File: src/hdl/gpf_pkg.sv
package gpf_pkg;

  // Largest fill column the word memory is sized for by default.
  localparam int MAX_FILL_DEF = 62;

  localparam int CH_W  = 8;
  localparam int COL_W = 7;
  // Held word length; wide enough for the largest supported MAX_FILL.
  localparam int LEN_W = 6;
  localparam int FILL_W = 6;

  localparam logic [CH_W-1:0]   CH_SPACE = 8'd32;
  localparam logic [CH_W-1:0]   CH_TAB   = 8'd9;
  localparam logic [CH_W-1:0]   CH_BREAK = 8'd13;
  localparam logic [COL_W-1:0]  COL_MAX  = 7'd127;
  localparam logic [FILL_W-1:0] FILL_RESET = 6'd62;
  localparam logic [CH_W:0]     TAB_STEP = 9'd8;
  localparam logic [CH_W:0]     TAB_MASK = 9'h1F8;

  // One release job: optional separator, held word, optional tail beat.
  typedef struct packed {
    logic             has_sep;
    logic [CH_W-1:0]  sep_char;
    logic [LEN_W-1:0] word_len;
    logic             has_tail;
    logic [CH_W-1:0]  tail_char;
    logic             tail_last;
  } gpf_job_t;

endpackage

File: src/hdl/gpf_if.sv
interface gpf_in_if;
  logic                      valid;
  logic                      ready;
  logic [gpf_pkg::CH_W-1:0]  text_char;
  logic                      final_char;

  modport source (output valid, output text_char, output final_char, input ready);
  modport sink (input valid, input text_char, input final_char, output ready);
endinterface

interface gpf_out_if;
  logic                      valid;
  logic                      ready;
  logic [gpf_pkg::CH_W-1:0]  out_char;
  logic                      out_last;

  modport source (output valid, output out_char, output out_last, input ready);
  modport sink (input valid, input out_char, input out_last, output ready);
endinterface

File: src/hdl/greedy_paragraph_fill.sv
// Greedy paragraph filler. Characters of one paragraph arrive on the text
// channel, one per beat, with final_char set on the last one; the same
// characters leave on the wrapped channel in the same order, except that
// some spaces or tabs become carriage returns (13) so that lines stay within
// the fill column. The fill column is to be written through cfg_we/cfg_wdata
// only while the block is idle, which the block itself does not enforce;
// 0 acts as 1 and values above MAX_FILL act as MAX_FILL. A word character
// that can still move to the next line is held in a word memory of MAX_FILL
// entries and produces no beat on its own. A character that settles the
// pending word (whitespace, a word character that passes the fill column,
// finds the word memory full or follows a settled word, or the final
// character) starts a release: the held separator, then the held word read
// out of the memory, then the character itself where it goes out at once.
// The held word is read through the single read port of the word memory,
// whose read data is registered, and stalls on the output side hold the
// release back. All other characters are taken one per cycle. Input
// ready is low only while a release is in progress: a finished beat waiting
// in the output register does not hold back the next character. The last
// beat of a paragraph carries out_last. The word memory needs no clearing
// pass after reset, so the block takes characters right after reset.
module greedy_paragraph_fill #(
  parameter int MAX_FILL = gpf_pkg::MAX_FILL_DEF
) (
  input  logic                       clk,
  input  logic                       rst,
  input  logic                       cfg_we,
  input  logic [gpf_pkg::FILL_W-1:0] cfg_wdata,
  gpf_in_if.sink                     text,
  gpf_out_if.source                  wrapped
);

  localparam int AW = $clog2(MAX_FILL);
  localparam logic [gpf_pkg::FILL_W-1:0] FILL_LIMIT = gpf_pkg::FILL_W'(MAX_FILL);
  localparam logic [gpf_pkg::LEN_W-1:0]  LEN_LIMIT  = gpf_pkg::LEN_W'(MAX_FILL);

  // Paragraph state.
  logic [gpf_pkg::FILL_W-1:0] fill_column;
  logic [gpf_pkg::COL_W-1:0]  column;
  logic [gpf_pkg::COL_W-1:0]  column_next;
  logic [gpf_pkg::LEN_W-1:0]  word_length;
  logic [gpf_pkg::LEN_W-1:0]  word_length_next;
  logic [gpf_pkg::CH_W-1:0]   separator_char;
  logic [gpf_pkg::CH_W-1:0]   separator_char_next;
  logic                       separator_present;
  logic                       separator_present_next;
  logic                       word_decided;
  logic                       word_decided_next;

  logic                       accept;
  logic                       busy;
  logic                       start;
  gpf_pkg::gpf_job_t          job;
  logic [gpf_pkg::CH_W-1:0]   c;
  logic                       fin;
  logic                       is_ws;
  logic [gpf_pkg::COL_W-1:0]  fill_eff;
  logic [gpf_pkg::CH_W:0]     ws_sum;
  logic [gpf_pkg::COL_W-1:0]  ws_col;
  logic                       ws_break;
  logic [gpf_pkg::CH_W-1:0]   sep_new;
  logic [gpf_pkg::COL_W-1:0]  char_col;
  logic                       char_over;
  logic                       store_path;
  logic                       release_word;
  logic                       mem_we;
  logic                       rd_en;
  logic [AW-1:0]              rd_addr;
  logic [gpf_pkg::CH_W-1:0]   rd_data;

  assign c          = text.text_char;
  assign fin        = text.final_char;
  assign accept     = text.valid && text.ready;
  assign text.ready = !busy;
  assign is_ws      = (c == gpf_pkg::CH_SPACE) || (c == gpf_pkg::CH_TAB);

  // Clamp the programmed fill column into the supported range.
  always_comb begin
    if (fill_column == '0) begin
      fill_eff = 7'd1;
    end else if (fill_column > FILL_LIMIT) begin
      fill_eff = {1'b0, FILL_LIMIT};
    end else begin
      fill_eff = {1'b0, fill_column};
    end
  end

  // Column after whitespace: a tab goes to the next multiple of eight, and
  // the column saturates at its largest value.
  always_comb begin
    if (c == gpf_pkg::CH_TAB) begin
      ws_sum = ({2'b00, column} + gpf_pkg::TAB_STEP) & gpf_pkg::TAB_MASK;
    end else begin
      ws_sum = {2'b00, column} + 9'd1;
    end
    if (ws_sum > {2'b00, gpf_pkg::COL_MAX}) begin
      ws_col = gpf_pkg::COL_MAX;
    end else begin
      ws_col = ws_sum[gpf_pkg::COL_W-1:0];
    end
  end

  assign ws_break  = ws_col > fill_eff;
  assign sep_new   = ws_break ? gpf_pkg::CH_BREAK : c;
  assign char_col  = (column < gpf_pkg::COL_MAX) ? column + 7'd1 : column;
  assign char_over = char_col > fill_eff;

  // A word character that still fits and may yet move is held in memory.
  assign store_path   = !is_ws && !word_decided && !char_over && (word_length < LEN_LIMIT);
  assign release_word = !store_path || fin;
  assign mem_we       = accept && store_path && !fin;

  always_comb begin
    column_next            = column;
    word_length_next       = word_length;
    separator_char_next    = separator_char;
    separator_present_next = separator_present;
    word_decided_next      = word_decided;

    job.has_sep   = release_word && separator_present;
    job.sep_char  = separator_char;
    job.word_len  = release_word ? word_length : '0;
    job.has_tail  = (!is_ws && !store_path) || fin;
    job.tail_char = c;
    job.tail_last = fin;

    if (is_ws) begin
      job.tail_char          = sep_new;
      column_next            = ws_break ? '0 : ws_col;
      separator_char_next    = sep_new;
      separator_present_next = 1'b1;
      word_length_next       = '0;
      word_decided_next      = 1'b0;
    end else begin
      column_next = char_col;
      if (store_path) begin
        word_length_next = word_length + 1'b1;
      end else if (!word_decided) begin
        // The word is settled. If it passes the fill column it moves to a new
        // line: its separator becomes the break, unless it is one already or there is none.
        if (char_over && separator_present && separator_char != gpf_pkg::CH_BREAK) begin
          job.sep_char        = gpf_pkg::CH_BREAK;
          separator_char_next = gpf_pkg::CH_BREAK;
          column_next         = {1'b0, word_length} + 7'd1;
        end
        word_length_next       = '0;
        separator_present_next = 1'b0;
        word_decided_next      = 1'b1;
      end
    end

    if (fin) begin
      column_next            = '0;
      word_length_next       = '0;
      separator_char_next    = '0;
      separator_present_next = 1'b0;
      word_decided_next      = 1'b0;
    end
  end

  assign start = accept && (job.has_sep || job.word_len != '0 || job.has_tail);

  always_ff @(posedge clk) begin
    if (rst) begin
      fill_column       <= gpf_pkg::FILL_RESET;
      column            <= '0;
      word_length       <= '0;
      separator_char    <= '0;
      separator_present <= 1'b0;
      word_decided      <= 1'b0;
    end else begin
      if (cfg_we) begin
        fill_column <= cfg_wdata;
      end
      if (accept) begin
        column            <= column_next;
        word_length       <= word_length_next;
        separator_char    <= separator_char_next;
        separator_present <= separator_present_next;
        word_decided      <= word_decided_next;
      end
    end
  end

  gpf_word_mem #(
    .DEPTH (MAX_FILL),
    .AW    (AW)
  ) u_word_mem (
    .clk     (clk),
    .wr_en   (mem_we),
    .wr_addr (word_length[AW-1:0]),
    .wr_data (c),
    .rd_en   (rd_en),
    .rd_addr (rd_addr),
    .rd_data (rd_data)
  );

  gpf_emit #(
    .MAX_FILL (MAX_FILL),
    .AW       (AW)
  ) u_emit (
    .clk     (clk),
    .rst     (rst),
    .start   (start),
    .job     (job),
    .busy    (busy),
    .rd_en   (rd_en),
    .rd_addr (rd_addr),
    .rd_data (rd_data),
    .wrapped (wrapped)
  );

endmodule

File: src/hdl/gpf_word_mem.sv
module gpf_word_mem #(
  parameter int DEPTH = gpf_pkg::MAX_FILL_DEF,
  parameter int AW    = $clog2(DEPTH)
) (
  input  logic                     clk,
  input  logic                     wr_en,
  input  logic [AW-1:0]            wr_addr,
  input  logic [gpf_pkg::CH_W-1:0] wr_data,
  input  logic                     rd_en,
  input  logic [AW-1:0]            rd_addr,
  output logic [gpf_pkg::CH_W-1:0] rd_data
);

  logic [gpf_pkg::CH_W-1:0] mem [DEPTH];

  always_ff @(posedge clk) begin
    if (wr_en) begin
      mem[wr_addr] <= wr_data;
    end
  end

  // Read data is registered and holds until the next read.
  always_ff @(posedge clk) begin
    if (rd_en) begin
      rd_data <= mem[rd_addr];
    end
  end

endmodule

File: src/hdl/gpf_emit.sv
module gpf_emit #(
  parameter int MAX_FILL = gpf_pkg::MAX_FILL_DEF,
  parameter int AW       = $clog2(MAX_FILL)
) (
  input  logic                     clk,
  input  logic                     rst,
  input  logic                     start,
  input  gpf_pkg::gpf_job_t        job,
  output logic                     busy,
  output logic                     rd_en,
  output logic [AW-1:0]            rd_addr,
  input  logic [gpf_pkg::CH_W-1:0] rd_data,
  gpf_out_if.source                wrapped
);

  typedef enum logic [3:0] {
    E_IDLE = 4'b0001,
    E_SEP  = 4'b0010,
    E_WORD = 4'b0100,
    E_TAIL = 4'b1000
  } gpf_emit_st_t;

  gpf_emit_st_t              state;
  gpf_emit_st_t              state_next;
  gpf_pkg::gpf_job_t         job_q;
  logic [gpf_pkg::LEN_W-1:0] rd_idx;
  logic                      pend;
  logic                      pend_next;
  logic                      out_valid;
  logic [gpf_pkg::CH_W-1:0]  out_char;
  logic                      out_last;
  logic                      slot_free;
  logic                      load;
  logic [gpf_pkg::CH_W-1:0]  load_char;
  logic                      load_last;
  logic                      word_done;

  assign slot_free        = !out_valid || wrapped.ready;
  assign busy             = (state != E_IDLE);
  assign rd_addr          = rd_idx[AW-1:0];
  assign wrapped.valid    = out_valid;
  assign wrapped.out_char = out_char;
  assign wrapped.out_last = out_last;

  always_comb begin
    state_next = state;
    load       = 1'b0;
    load_char  = job_q.sep_char;
    load_last  = 1'b0;
    rd_en      = 1'b0;
    word_done  = 1'b0;
    case (state)
      E_IDLE: begin
        if (start) begin
          if (job.has_sep) begin
            state_next = E_SEP;
          end else if (job.word_len != '0) begin
            state_next = E_WORD;
          end else begin
            state_next = E_TAIL;
          end
        end
      end
      E_SEP: begin
        if (slot_free) begin
          load = 1'b1;
          if (job_q.word_len != '0) begin
            state_next = E_WORD;
          end else if (job_q.has_tail) begin
            state_next = E_TAIL;
          end else begin
            state_next = E_IDLE;
          end
        end
      end
      E_WORD: begin
        // Reads run one entry ahead of the output register.
        load      = pend && slot_free;
        load_char = rd_data;
        rd_en     = (rd_idx != job_q.word_len) && (!pend || load);
        word_done = (rd_idx == job_q.word_len) && (!pend || load);
        if (word_done) begin
          state_next = job_q.has_tail ? E_TAIL : E_IDLE;
        end
      end
      E_TAIL: begin
        if (slot_free) begin
          load       = 1'b1;
          load_char  = job_q.tail_char;
          load_last  = job_q.tail_last;
          state_next = E_IDLE;
        end
      end
      default: begin
        state_next = E_IDLE;
      end
    endcase
  end

  always_comb begin
    pend_next = pend;
    if (rd_en) begin
      pend_next = 1'b1;
    end else if (load && state == E_WORD) begin
      pend_next = 1'b0;
    end
  end

  always_ff @(posedge clk) begin
    if (rst) begin
      state     <= E_IDLE;
      pend      <= 1'b0;
      rd_idx    <= '0;
      out_valid <= 1'b0;
    end else begin
      state <= state_next;
      if (state == E_IDLE && start) begin
        rd_idx <= '0;
        pend   <= 1'b0;
      end else begin
        pend <= pend_next;
        if (rd_en) begin
          rd_idx <= rd_idx + 1'b1;
        end
      end
      if (load) begin
        out_valid <= 1'b1;
      end else if (wrapped.ready) begin
        out_valid <= 1'b0;
      end
    end
  end

  always_ff @(posedge clk) begin
    if (state == E_IDLE && start) begin
      job_q <= job;
    end
    if (load) begin
      out_char <= load_char;
      out_last <= load_last;
    end
  end

endmodule

File: src/flat_wrapper.sv
// flat-port wrapper written by rule: the top's interface ports become plain ports
module greedy_paragraph_fill_flat 
#(
  parameter int MAX_FILL = gpf_pkg::MAX_FILL_DEF
)
  (clk, rst, cfg_we, cfg_wdata, text_valid, text_text_char, text_final_char, text_ready, wrapped_valid, wrapped_out_char, wrapped_out_last, wrapped_ready);
  gpf_in_if text_i ();
  gpf_out_if wrapped_i ();
  input  logic clk;
  input  logic rst;
  input  logic cfg_we;
  input  logic [gpf_pkg::FILL_W-1:0] cfg_wdata;
  input wire logic [$bits(text_i.valid)-1:0] text_valid;
  input wire logic [$bits(text_i.text_char)-1:0] text_text_char;
  input wire logic [$bits(text_i.final_char)-1:0] text_final_char;
  output wire logic [$bits(text_i.ready)-1:0] text_ready;
  output wire logic [$bits(wrapped_i.valid)-1:0] wrapped_valid;
  output wire logic [$bits(wrapped_i.out_char)-1:0] wrapped_out_char;
  output wire logic [$bits(wrapped_i.out_last)-1:0] wrapped_out_last;
  input wire logic [$bits(wrapped_i.ready)-1:0] wrapped_ready;
  assign text_i.valid = text_valid;
  assign text_i.text_char = text_text_char;
  assign text_i.final_char = text_final_char;
  assign text_ready = text_i.ready;
  assign wrapped_valid = wrapped_i.valid;
  assign wrapped_out_char = wrapped_i.out_char;
  assign wrapped_out_last = wrapped_i.out_last;
  assign wrapped_i.ready = wrapped_ready;
  greedy_paragraph_fill #(.MAX_FILL(MAX_FILL)) u_core (.clk(clk), .rst(rst), .cfg_we(cfg_we), .cfg_wdata(cfg_wdata), .text(text_i), .wrapped(wrapped_i));
endmodule
File: config.mk
export PLATFORM = sky130hd
export DESIGN_NAME = greedy_paragraph_fill_flat
export DESIGN_NICKNAME = d
export VERILOG_FILES = /design/src/hdl/gpf_pkg.sv /design/src/hdl/gpf_if.sv /design/src/hdl/greedy_paragraph_fill.sv /design/src/hdl/gpf_word_mem.sv /design/src/hdl/gpf_emit.sv /design/src/flat_wrapper.sv
export SDC_FILE = /design/constraint.sdc
export NUM_CORES = 1
export LEC_CHECK = 0
export ABC_AREA = 1
export CORE_ASPECT_RATIO = 0.5
export CORE_MARGIN = 2
export CORE_UTILIZATION = 30
export DETAILED_ROUTE_END_ITERATION = 8
export DONT_BUFFER_PORTS = 1
export SYNTH_ARGS = -nofsm -noshare
export SYNTH_HDL_FRONTEND = slang
export SYNTH_HIERARCHICAL = 1
export SYNTH_SLANG_ARGS = --single-unit
File: constraint.sdc
create_clock -name clk -period 4.63 [get_ports clk]
set_clock_uncertainty 0.05 [all_clocks]
set_input_delay 0.2315 -clock clk [delete_from_list [all_inputs] [get_ports clk]]
set_output_delay 0.2315 -clock clk [all_outputs]
set_load 0.02 [all_outputs]
# Yosys cells after proc, flatten, opt, wreduce, memory -nomap -nowiden
# Memories as Yosys holds them, arrays and structs flattened. A register that Yosys moved wholly into a read port is not among the register bits.
# Cells that the tools add are included.
# Widths: inputs -> output; s select.
# classes
mux,51
n_eq_ne,17
add_sub_neg,6
magnitude_cmp,6
n_reduce_logical,43
# ops
op,n
$mux 8,9
$mux 7,8
$mux 6,7
$mux 4,8
$logic_and 1x1->1,16
$pmux 4 s4,1
$pmux 8 s2,1
$mux 1,15
$gt 7x7->1,2
$add 6x1->6 const B,2
$reduce_bool 6->1,2
$gt 9x7->1 const B,1
$mux 9,1
$add 7x1->8 const B,1
$add 7x4->8 const B,1
$eq 8x4->1 const B,1
$eq 8x6->1 const B,1
$logic_not 1->1,8
$ne 2x2->1 const B,4
$ne 8x4->1 const B,1
$add 6x1->7 const B,1
$add 7x1->7 const B,1
$logic_or 1x1->1,7
$lt 7x7->1 const B,1
19 further kinds,23
# totals
ramBits,496
memories,1
output_inout_bits,11
register_bits,74
wordCells,141
# mem_list
memory,depth,width,rd,rd_clocked_by_memory_dff,write_ports,line,text
u_core.u_word_mem.mem,62,8,1,1,1,gpf_word_mem.sv:14,logic [gpf_pkg::CH_W-1:0] mem [DEPTH];

# Logic depth before layout (Yosys ltp)
# Gate-level depths: netlist of run 1.
# depth
ltp_word,16
ltp_mapped,27
mapped_depth_nobuf,26

# Modules after synthesis
# Netlist of run 1, hierarchy kept.
# by_module_without_submodules
mod,seq_area_each_um2,n_inst,area_each_um2,cells_each
gpf_word_mem,15134.5,1,20546.0,1756
greedy_paragraph_fill,580.6,1,2486.1,381
gpf_emit,1231.2,1,2073.2,214

# Least setup slack after synthesis of run 1
# No wires, ideal clock.
# synth_path
kind,flip-flop to flip-flop
startpoint,register u_core/column[4] in the netlist's numbering
endpoint,memory u_core/u_word_mem/mem[32][0] in the netlist's numbering (enable)
stages_incl_launch_ff,18
setup_slack_ps,654
arrival_ps,3532
synth_period_minus_slack_ps,3976
required_time_ps,4185
setup_time_ps,395
cell_sequence,dfxtp_1 ha_1 nand3_4 nor2_8 o21ai_0 ha_1 nand2_1 inv_1 nand2_1 nand2_1 nand2_1 nand2_1 nand2_1 nand4_4 nor2_4 clkbuf_1 nand4_1 nor4_1
# synth_via
elab_chain_cells,10
# synth_rtl
element,line,text
"start, declared",greedy_paragraph_fill.sv:38,logic [gpf_pkg::COL_W-1:0] column;
"start signal, assigned",greedy_paragraph_fill.sv:175,column <= column_next;
$add 7x1->7 or $lt 7x7->1 (tied branches),greedy_paragraph_fill.sv:104,assign char_col = (column < gpf_pkg::COL_MAX) ? column + 7'd1 : column;
$mux 7 (*),greedy_paragraph_fill.sv:104,
$gt 7x7->1 (*),greedy_paragraph_fill.sv:105,assign char_over = char_col > fill_eff;
$logic_not 1->1 (*),greedy_paragraph_fill.sv:108,assign store_path = !is_ws && !word_decided && !char_over && (word_length < LEN_LIMIT);
$logic_and 1x1->1 (*) (2 in series),greedy_paragraph_fill.sv:108,
$logic_and 1x1->1 (*) (2 in series),greedy_paragraph_fill.sv:110,assign mem_we = accept && store_path && !fin;
via u_core.mem_we,greedy_paragraph_fill.sv:65,logic mem_we;
$mux 1 (*),gpf_word_mem.sv:17,if (wr_en) begin
$mux 1 (implied by the code) (*),gpf_word_mem.sv:18,mem[wr_addr] <= wr_data;
"end, declared",gpf_word_mem.sv:14,
# The timed path passes the listed nets; every way through them passes the cells marked *.

# Worst setup path after layout of run 1
# layout_path
startpoint,register u_core/column[4] in the netlist's numbering
endpoint,memory u_core/u_word_mem/mem[13][1] in the netlist's numbering (enable)
# The elaborated chain is that of the path after synthesis.

==> metrics.log, run 1 <==
[metrics] post-synthesis average cell area: 10.7 um^2
[metrics] Via Count: roughly 17k
[metrics] Clk Latency, worst-skew pair: 0.61 ns
[metrics] fraction of layout cells with a size suffix above 1: 7.09%
[metrics] Core Region: roughly 82,000 um^2
[metrics] Clk network pwr share: 38.9%
[metrics] P&R area growth vs syn: 12.5%
[metrics] P_leak: between 10 and 15 nW
[metrics] post-synth top area share: 64.2%
[metrics] max_cap viols: 0
[metrics] most instantiated cells after synthesis: 759 x nand2_1, 537 x edfxtp_1, 456 x nand3_1, 119 x nor2_1, 110 x inv_1
[metrics] Hold Startpoint: text_text_char[5]
[metrics] Total Die Area: roughly 86,000 um^2
[metrics] GPL Wtd Cong: 0.874
[metrics] routed length per instance: ~19 um
[metrics] number of antenna violations at the first check in global routing: 6
[metrics] number of nets with antenna violations after detailed routing: 0
[metrics] Synth async-reset ratio: 0%
[metrics] startpoint of the worst-slack reg-to-reg timing path: u_core/column[4]
[metrics] CP required: 4.82 ns
[metrics] setup slack of the most critical reg-to-reg path: between 0.3 and 0.4 ns
[metrics] number of I/O pins: 31
[metrics] endpoint of the most critical register-to-register path: u_core/u_word_mem/mem[13][1]
[metrics] Post-Syn Nets: between 2k and 2.5k
[metrics] Global Route Usage Sum: 15.2%
[metrics] result of the run: completed
[metrics] CTS sink cnt: just under 600
[metrics] post-route clock period utilization: 91.5%
[metrics] share of the yosys chip area belonging to registers: between 60% and 70%
[metrics] clk slew on worst S/H paths: roughly 0.06 ns
[metrics] cells after synthesis: ~2.4k
[metrics] standard cell area after detailed placement: around 26,000 um^2
[metrics] WP data arrival: 4.43 ns
[metrics] post-synthesis cell type with the largest combined area: edfxtp_1
[metrics] vertical die dimension: about 210 um
[metrics] wire length of the first global-routing pass: 99,500 um
[metrics] clock tree buffer depth: 3
[metrics] Rows: 74
[metrics] HPWL reported at the end of detailed placement: around 38,000 um
[metrics] number of endpoints with negative hold slack in the final report: 0
[metrics] type of origin of the critical path: register
[metrics] initial detailed-routing violation count: approximately 1.7k
[metrics] Root Buffer: clkbuf_16
[metrics] final worst path period need: 4.24 ns
[metrics] per-cell via count in the routed design: slightly below 5
[metrics] post-synthesis instance area: between 20,000 and 30,000 um^2
[metrics] count of different cell masters after synthesis: 50
[metrics] switching share of power: a little under a quarter
[metrics] PwrDens: between 300 and 400 nW/um^2
[metrics] DRC viols: 0
[metrics] number of global-route vias before repair: 16.5k
[metrics] unrepaired setup endpoints after global routing: no
[metrics] Tightest Pin Transition: between 1 and 1.5 ns
[metrics] largest fanout on the critical path: 14
[metrics] chip width: 413 um
[metrics] Slew Viols, Final: 0
[metrics] number of synthesized flops with an enable pin: approximately 540
[metrics] maximum operating frequency: around 240 MHz
[metrics] min-delay worst type: in2reg
[metrics] # port buffers: 0
[metrics] number of fill cells: 8,166
[metrics] worst setup path endpoint: u_core/u_word_mem/mem[13][1]
[metrics] sequential group share of total power: a little over half
[metrics] nets@finish: approximately 2.4k
[metrics] endpoint type of the worst setup path: register
[metrics] combinational share of power: 8.5%
[metrics] number of flip-flops and latches in the synthesized netlist: about 580
[metrics] relative slew slack: between 15 and 20%
[metrics] number of buffers added by the clock tree synthesis step: 56
[metrics] Net Sw Power: around 2.7 mW
[metrics] internal cell power: approximately 8.6 mW
[metrics] Critical Setup Path Class: reg2reg
[metrics] Initial DRT Pass Iterations: 6
[metrics] YS warnings: 6
[metrics] TritonCTS clock tree: done
[metrics] maximum level of the CTS H-tree: 2
[metrics] cell count after placement: 3,355
[metrics] worst ir drop on vdd: 308 uV
[metrics] total of endpoints with negative setup slack in the final report: 0
[metrics] dominant cell by count in the synthesized netlist: nand2_1
[metrics] total negative slack for setup checks: 0 ns
[metrics] final design area excluding fillers: between 20,000 and 30,000 um^2
[metrics] pin count of the biggest net entering global routing: 252
[metrics] top cells by area, synth: edfxtp_1 64%, nand2_1 11%, nand3_1 9.1%
[metrics] final cell count without fillers: roughly 3.5k
[metrics] worst setup path startpoint: u_core/column[4]
[metrics] aggregate routed wire length: ~67,000 um
[metrics] most used flip-flop cell after synthesis: edfxtp_1
[metrics] Starting Density: between 30% and 40%
[metrics] worst r2r path cells: 16
[metrics] grt total ovfl: 0
==> worst min path at each step <==
stage	slack (ns)	depth (start not counted)	to
floorplan	0.28	0	u_core/u_emit/job_q[0]
global placement	0.25	1	u_core/separator_char[5]
detailed placement	0.26	1	u_core/separator_char[2]
CTS	0.006	1	u_core/u_word_mem/mem[40][5]
global route	0.01	1	u_core/u_word_mem/mem[58][5]
finish	0.03	1	u_core/u_word_mem/mem[20][5]
==> routing by layer <==
| layer | up-vias | GRT usage (%) | part of all wire [%] |
|---|---|---|---|
| li1 | 8111 | - | - |
| met1 | 8260 | 21.0 | 44 |
| met5 | - | 0 | 0.041 |
| met3 | 129 | 3.08 | 8.6 |
| met4 | 4 | 5.35 | 3.2 |
| met2 | 685 | 23.7 | 44 |
==> metrics by stage <==
step	hold WS [ns]	setup slack (ns)	power (mW)	utilization, %
after detailed placement	0.257	0.332	6.83	31.7
after CTS	0.00632	0.320	11.3	34.3
after global placement	0.254	0.493	6.82	31.7
after global routing	0.0143	0.0803	11.6	34.3
final	0.0276	0.394	11.2	34.3
after floorplan	0.280	0.654	6.61	-
==> power by group through the flow <==
| stage | clock (mW) | sequential, mW | combinational, mW |
|---|---|---|---|
| after floorplan | 0 | 6.01 | 0.604 |
| after global placement | 0 | 6.02 | 0.803 |
| after detailed placement | 0 | 6.02 | 0.808 |
| after CTS | 4.46 | 5.91 | 0.953 |
| after global routing | 4.65 | 5.92 | 1.06 |
| final | 4.38 | 5.91 | 0.957 |
==> placed cells by master, fill, tap and decap left out, drive strengths merged <==
| cell | n |
|---|---|
| bufinv | 4 |
| dlygate4sd3 | 20 |
| nand3b | 1 |
| clkbuf | 70 |
| a41oi | 1 |
| and2 | 1 |
| o22ai | 1 |
| edfxtp | 537 |
| a21oi | 44 |
| and3 | 2 |
| inv | 118 |
| a21o | 2 |
| o31ai | 1 |
| clkinv | 28 |
| or2 | 3 |
| o211ai | 8 |
| nor2 | 126 |
| nor4 | 6 |
| a211oi | 1 |
| nand3 | 463 |
| buf | 35 |
| nor3b | 2 |
| nand4 | 16 |
| nor3 | 12 |
| diode | 7 |
| xor2 | 12 |
| a22oi | 4 |
| or3 | 1 |
| nand2 | 765 |
| clkinvlp | 1 |
| xnor2 | 1 |
| dfxtp | 41 |
| o21ai | 39 |
| ha | 16 |
| o41ai | 3 |
==> cell families after synthesis <==
family / after synthesis / share of synthesized area (%)
and+or+nand+nor: 1398 / 24.2
DFF: 578 / 67.5
buffers and inverters: 242 / 4.49
AOI/OAI and AO/OA: 104 / 2.58
adders and majority gates: 16 / 0.797
xor gates and xnor gates: 13 / 0.454
==> area by class of cell <==
| type | count | area (um^2) | area share (%) |
|---|---|---|---|
| flip-flops and latches | 578 | 17000 | 60.0 |
| multi-input cells | 1531 | 7040 | 24.9 |
| clock buffers | 70 | 1480 | 5.22 |
| well taps | 1102 | 1380 | 4.88 |
| repair buffers | 55 | 661 | 2.34 |
| inverters | 117 | 447 | 1.58 |
| clock inverters | 34 | 268 | 0.948 |
| diodes | 7 | 17.5 | 0.0620 |
==> state kept, by name, summed over array words and instances, names as in the netlist <==
name	count
u_core/column	7
u_core/fill_column	6
u_core/separator_char	8
u_core/separator_present	1
u_core/u_emit/job_q	24
u_core/u_emit/pend	1
u_core/u_emit/rd_addr	6
u_core/u_emit/state	4
u_core/u_emit/wrapped.out_char	8
u_core/u_emit/wrapped.out_last	1
u_core/u_emit/wrapped.valid	1
u_core/u_word_mem/mem	496
u_core/u_word_mem/rd_data	8
u_core/word_decided	1
u_core/word_length	6
==> critical path, cell delays in order, from the launching register on <==
cell and delay [ns]:
dfxtp_1 0.43, ha_1 0.31, nand3_4 0.13, nor2_8 0.16
o21ai_0 0.16, ha_1 0.34, nand2_1 0.09, inv_1 0.04
nand2_1 0.06, nand2_1 0.05, nand2_1 0.05, nand2_1 0.05
nand2_1 0.19, nand4_4 0.28, nor2_4 0.42, nand2_1 0.43
nor2_1 0.63
==> timing repair <==
action,in CTS,in global routing
hold buffers,28,0
gates resized for setup,0,2
hold endpoints to repair,540,0
endpoints found under the setup margin,0,16
buffers inserted,0,0
No activity file was read; power rests on OpenSTA's default activity.
==> run 2, diff against run 1 <==
--- a/config.mk
+++ b/config.mk
@@ -6,11 +6,12 @@
 export NUM_CORES = 1
 export LEC_CHECK = 0
 export ABC_AREA = 1
-export CORE_ASPECT_RATIO = 0.5
+export CORE_ASPECT_RATIO = 0.9
 export CORE_MARGIN = 2
-export CORE_UTILIZATION = 30
+export CORE_UTILIZATION = 55
 export DETAILED_ROUTE_END_ITERATION = 8
 export DONT_BUFFER_PORTS = 1
+export PLACE_DENSITY = 0.7
 export SYNTH_ARGS = -nofsm -noshare
 export SYNTH_HDL_FRONTEND = slang
 export SYNTH_HIERARCHICAL = 1
==> metrics.log, run 2 (same netlist as run 1, synthesis figures left out) <==
[metrics] result of the run: completed (unchanged)
[metrics] final worst path period need: 4.28 ns (was 4.24 ns)
[metrics] total of hold buffers inserted after clock tree synthesis: 25 (was 28)
[metrics] Clk Latency, worst-skew pair: 0.60 ns (was 0.61 ns)
[metrics] WP data arrival: 4.46 ns (was 4.43 ns)
[metrics] vertical die dimension: 207 um (was 209 um)
[metrics] number of endpoints with negative hold slack in the final report: 0 (unchanged)
[metrics] aggregate routed wire length: 63,900 um (was 66,500 um)
[metrics] TritonCTS clock tree: done (unchanged)
[metrics] worst hold slack across all endpoints: 0.00708 ns (was 0.0276 ns)
[metrics] utilization after layout: 61.7% (was 34.3%)
[metrics] clock tree buffer depth: 3 (unchanged)
[metrics] post-CTS resize count: 0 (unchanged)
[metrics] HPWL reported at the end of detailed placement: 37,000 um (was 37,500 um)
[metrics] FF/Latch Area: 17,000 um^2 (unchanged)
[metrics] P_leak: 10.5 nW (was 10.3 nW)
[metrics] post-layout power: 11.3 mW (was 11.2 mW)
[metrics] Critical Setup Path Class: reg2reg (unchanged)
[metrics] cell count after placement: 2,901 (was 3,355)
[metrics] Global Route Usage Sum: 26.9% (was 15.2%)
[metrics] fraction of layout cells with a size suffix above 1: 8.64% (was 7.09%)
[metrics] endpoint type of the worst setup path: register (unchanged)
[metrics] number of buffers added by the clock tree synthesis step: 56 (unchanged)
[metrics] grt total ovfl: 0 (unchanged)
[metrics] number of buffers added for setup after CTS: 0 (unchanged)
[metrics] nets@finish: 2,412 (was 2,375)
[metrics] number of nets with antenna violations after detailed routing: 0 (unchanged)
[metrics] P&R area growth vs syn: 11.1% (was 12.5%)
[metrics] unrepaired setup endpoints after global routing: no (unchanged)
[metrics] type of origin of the critical path: register (unchanged)
[metrics] Starting Density: 55.6% (was 30.5%)
[metrics] number of fill cells: 3,633 (was 8,166)
[metrics] CP required: 4.82 ns (about the same)
[metrics] Multi-input gate area: 7030 um^2 (was 7040 um^2)
[metrics] # port buffers: 0 (unchanged)
[metrics] relative slew slack: 20.3% (was 18.0%)
[metrics] pin count of the biggest net entering global routing: 139 (was 252)
[metrics] highest-count cells in the layout ignoring fill and taps: 759 x nand2_1, 537 x edfxtp_1, 456 x nand3_1 (unchanged)
[metrics] number of global-route vias before repair: 16.5k (about the same)
[metrics] Total Die Area: 47,400 um^2 (was 86,200 um^2)
[metrics] Largest register FFs: 496 (unchanged)
[metrics] initial detailed-routing violation count: 2,387 (was 1,718)
[metrics] per-cell via count in the routed design: 5.81 (was 4.92)
[metrics] most common cell after layout, fill and taps aside: nand2_1 (unchanged)
[metrics] largest fanout on the critical path: 14 (unchanged)
[metrics] final cell count without fillers: 3,028 (was 3,494)
[metrics] clk slew on worst S/H paths: 0.06 ns (about the same)
[metrics] worst ir drop on vdd: 267 uV (was 308 uV)
[metrics] total negative slack for setup checks: 0 ns (unchanged)
[metrics] GPL Wtd Cong: 0.910 (was 0.874)
[metrics] Slew Viols, Final: 0 (unchanged)
[metrics] wire length of the first global-routing pass: 96,400 um (was 99,500 um)
[metrics] chip width: 229 um (was 413 um)
[metrics] min-delay worst type: in2reg (unchanged)
[metrics] Core Region: 45,200 um^2 (was 82,200 um^2)
[metrics] largest register by flop count: u_core/u_word_mem/mem (unchanged)
[metrics] post-route clock period utilization: 92.3% (was 91.5%)
[metrics] routed length per instance: 21.1 um (was 19.0 um)
[metrics] max_cap viols: 0 (unchanged)
[metrics] number of I/O pins: 31 (unchanged)
[metrics] maximum level of the CTS H-tree: 2 (unchanged)
[metrics] PwrDens: 405 nW/um^2 (was 398 nW/um^2)
[metrics] Rows: 74 (unchanged)
[metrics] total of endpoints with negative setup slack in the final report: 0 (unchanged)
[metrics] Initial DRT Pass Iterations: 6 (unchanged)
[metrics] maximum operating frequency: 234 MHz (was 236 MHz)
[metrics] Root Buffer: clkbuf_16 (unchanged)
[metrics] DRC viols: 0 (unchanged)
[metrics] Via Count: 17.6k (was 17.2k)
[metrics] CTS sink cnt: 578 (unchanged)
[metrics] registers with the highest flip-flop counts: u_core/u_word_mem/mem (496), u_core/u_emit/job_q (24) (unchanged)
[metrics] Tightest Pin Transition: 1.19 ns (was 1.23 ns)
[metrics] number of antenna violations at the first check in global routing: 1 (was 6)
-- run 2: changes by cell type in the layout (fill, tap and decap cells not counted), moves of 2 or more --
cell	previous run	this run
clkinv_1	14	11
clkinvlp_4	1	3
inv_6	3	1
nor2_2	5	3
clkbuf_1	13	10
diode_2	7	2
buf_4	24	65
dlygate4sd3_1	20	17
bufinv_16	4	6
nor2_1	116	118
-- run 2: path summary, 6_finish.rpt --
check,cells past startpoint,slack [ns],end,start
setup / recovery,17,0.35,u_core/u_word_mem/mem[29][5],u_core/column[4]
hold / removal,1,0.007,u_core/u_word_mem/mem[6][2],text_text_char[2]
setup reg to reg,17,0.35,u_core/u_word_mem/mem[29][5],u_core/column[4]
hold reg to reg,2,0.44,u_core/separator_char[0],u_core/separator_char[0]
-- run 2: routing by layer --
layer / vias to the layer above / track usage [%] / wire length, um
met5: - / 0 / 0
met3: 101 / 5.36 / 6050
met2: 809 / 41.7 / 28900
met1: 8536 / 38.8 / 27500
met4: 0 / 8.02 / 1380
li1: 8160 / - / -
-- run 2: stage by stage --
| step | setup WS (ns) | area, um^2 |
|---|---|---|
| 6_report | 0.354 | 27900 |
| 5_1_grt | 0.106 | 27900 |
| 4_1_cts | 0.416 | 27900 |
| 3_5_place_dp | 0.400 | 25700 |
| 3_3_place_gp | 0.476 | 25700 |
| 2_1_floorplan | 0.654 | 25100 |
-- run 2: cell type report --
type                    instances  area share (%)
flip-flops and latches        578            60.8
clock buffers                  67            5.25
inverters                     117            1.60
clock inverters                33            1.11
diodes                          2          0.0179
well taps                     608            2.73
multi-input cells            1531            25.2
repair buffers                 92            3.29
-- run 2: where the power goes --
group / internal (mW) / total [mW] / switching [mW]
sequential: 5.82 / 5.92 / 0.0943
combinational: 0.275 / 0.914 / 0.640
clock: 2.57 / 4.46 / 1.88
-- run 2: worst max-delay path, cell delays in order, from the launching register on --
cell,delay [ns]
dfxtp_1,0.43
ha_1,0.32
nand3_4,0.13
nor2_8,0.18
nor2_1,0.08
inv_1,0.07
ha_1,0.26
a21oi_1,0.15
nand2_1,0.07
nand2_1,0.06
nand2_1,0.05
nand2_1,0.05
nand2_1,0.04
nand2_1,0.24
nand4_4,0.28
nor2_4,0.37
nand2_1,0.41
nor2_1,0.67
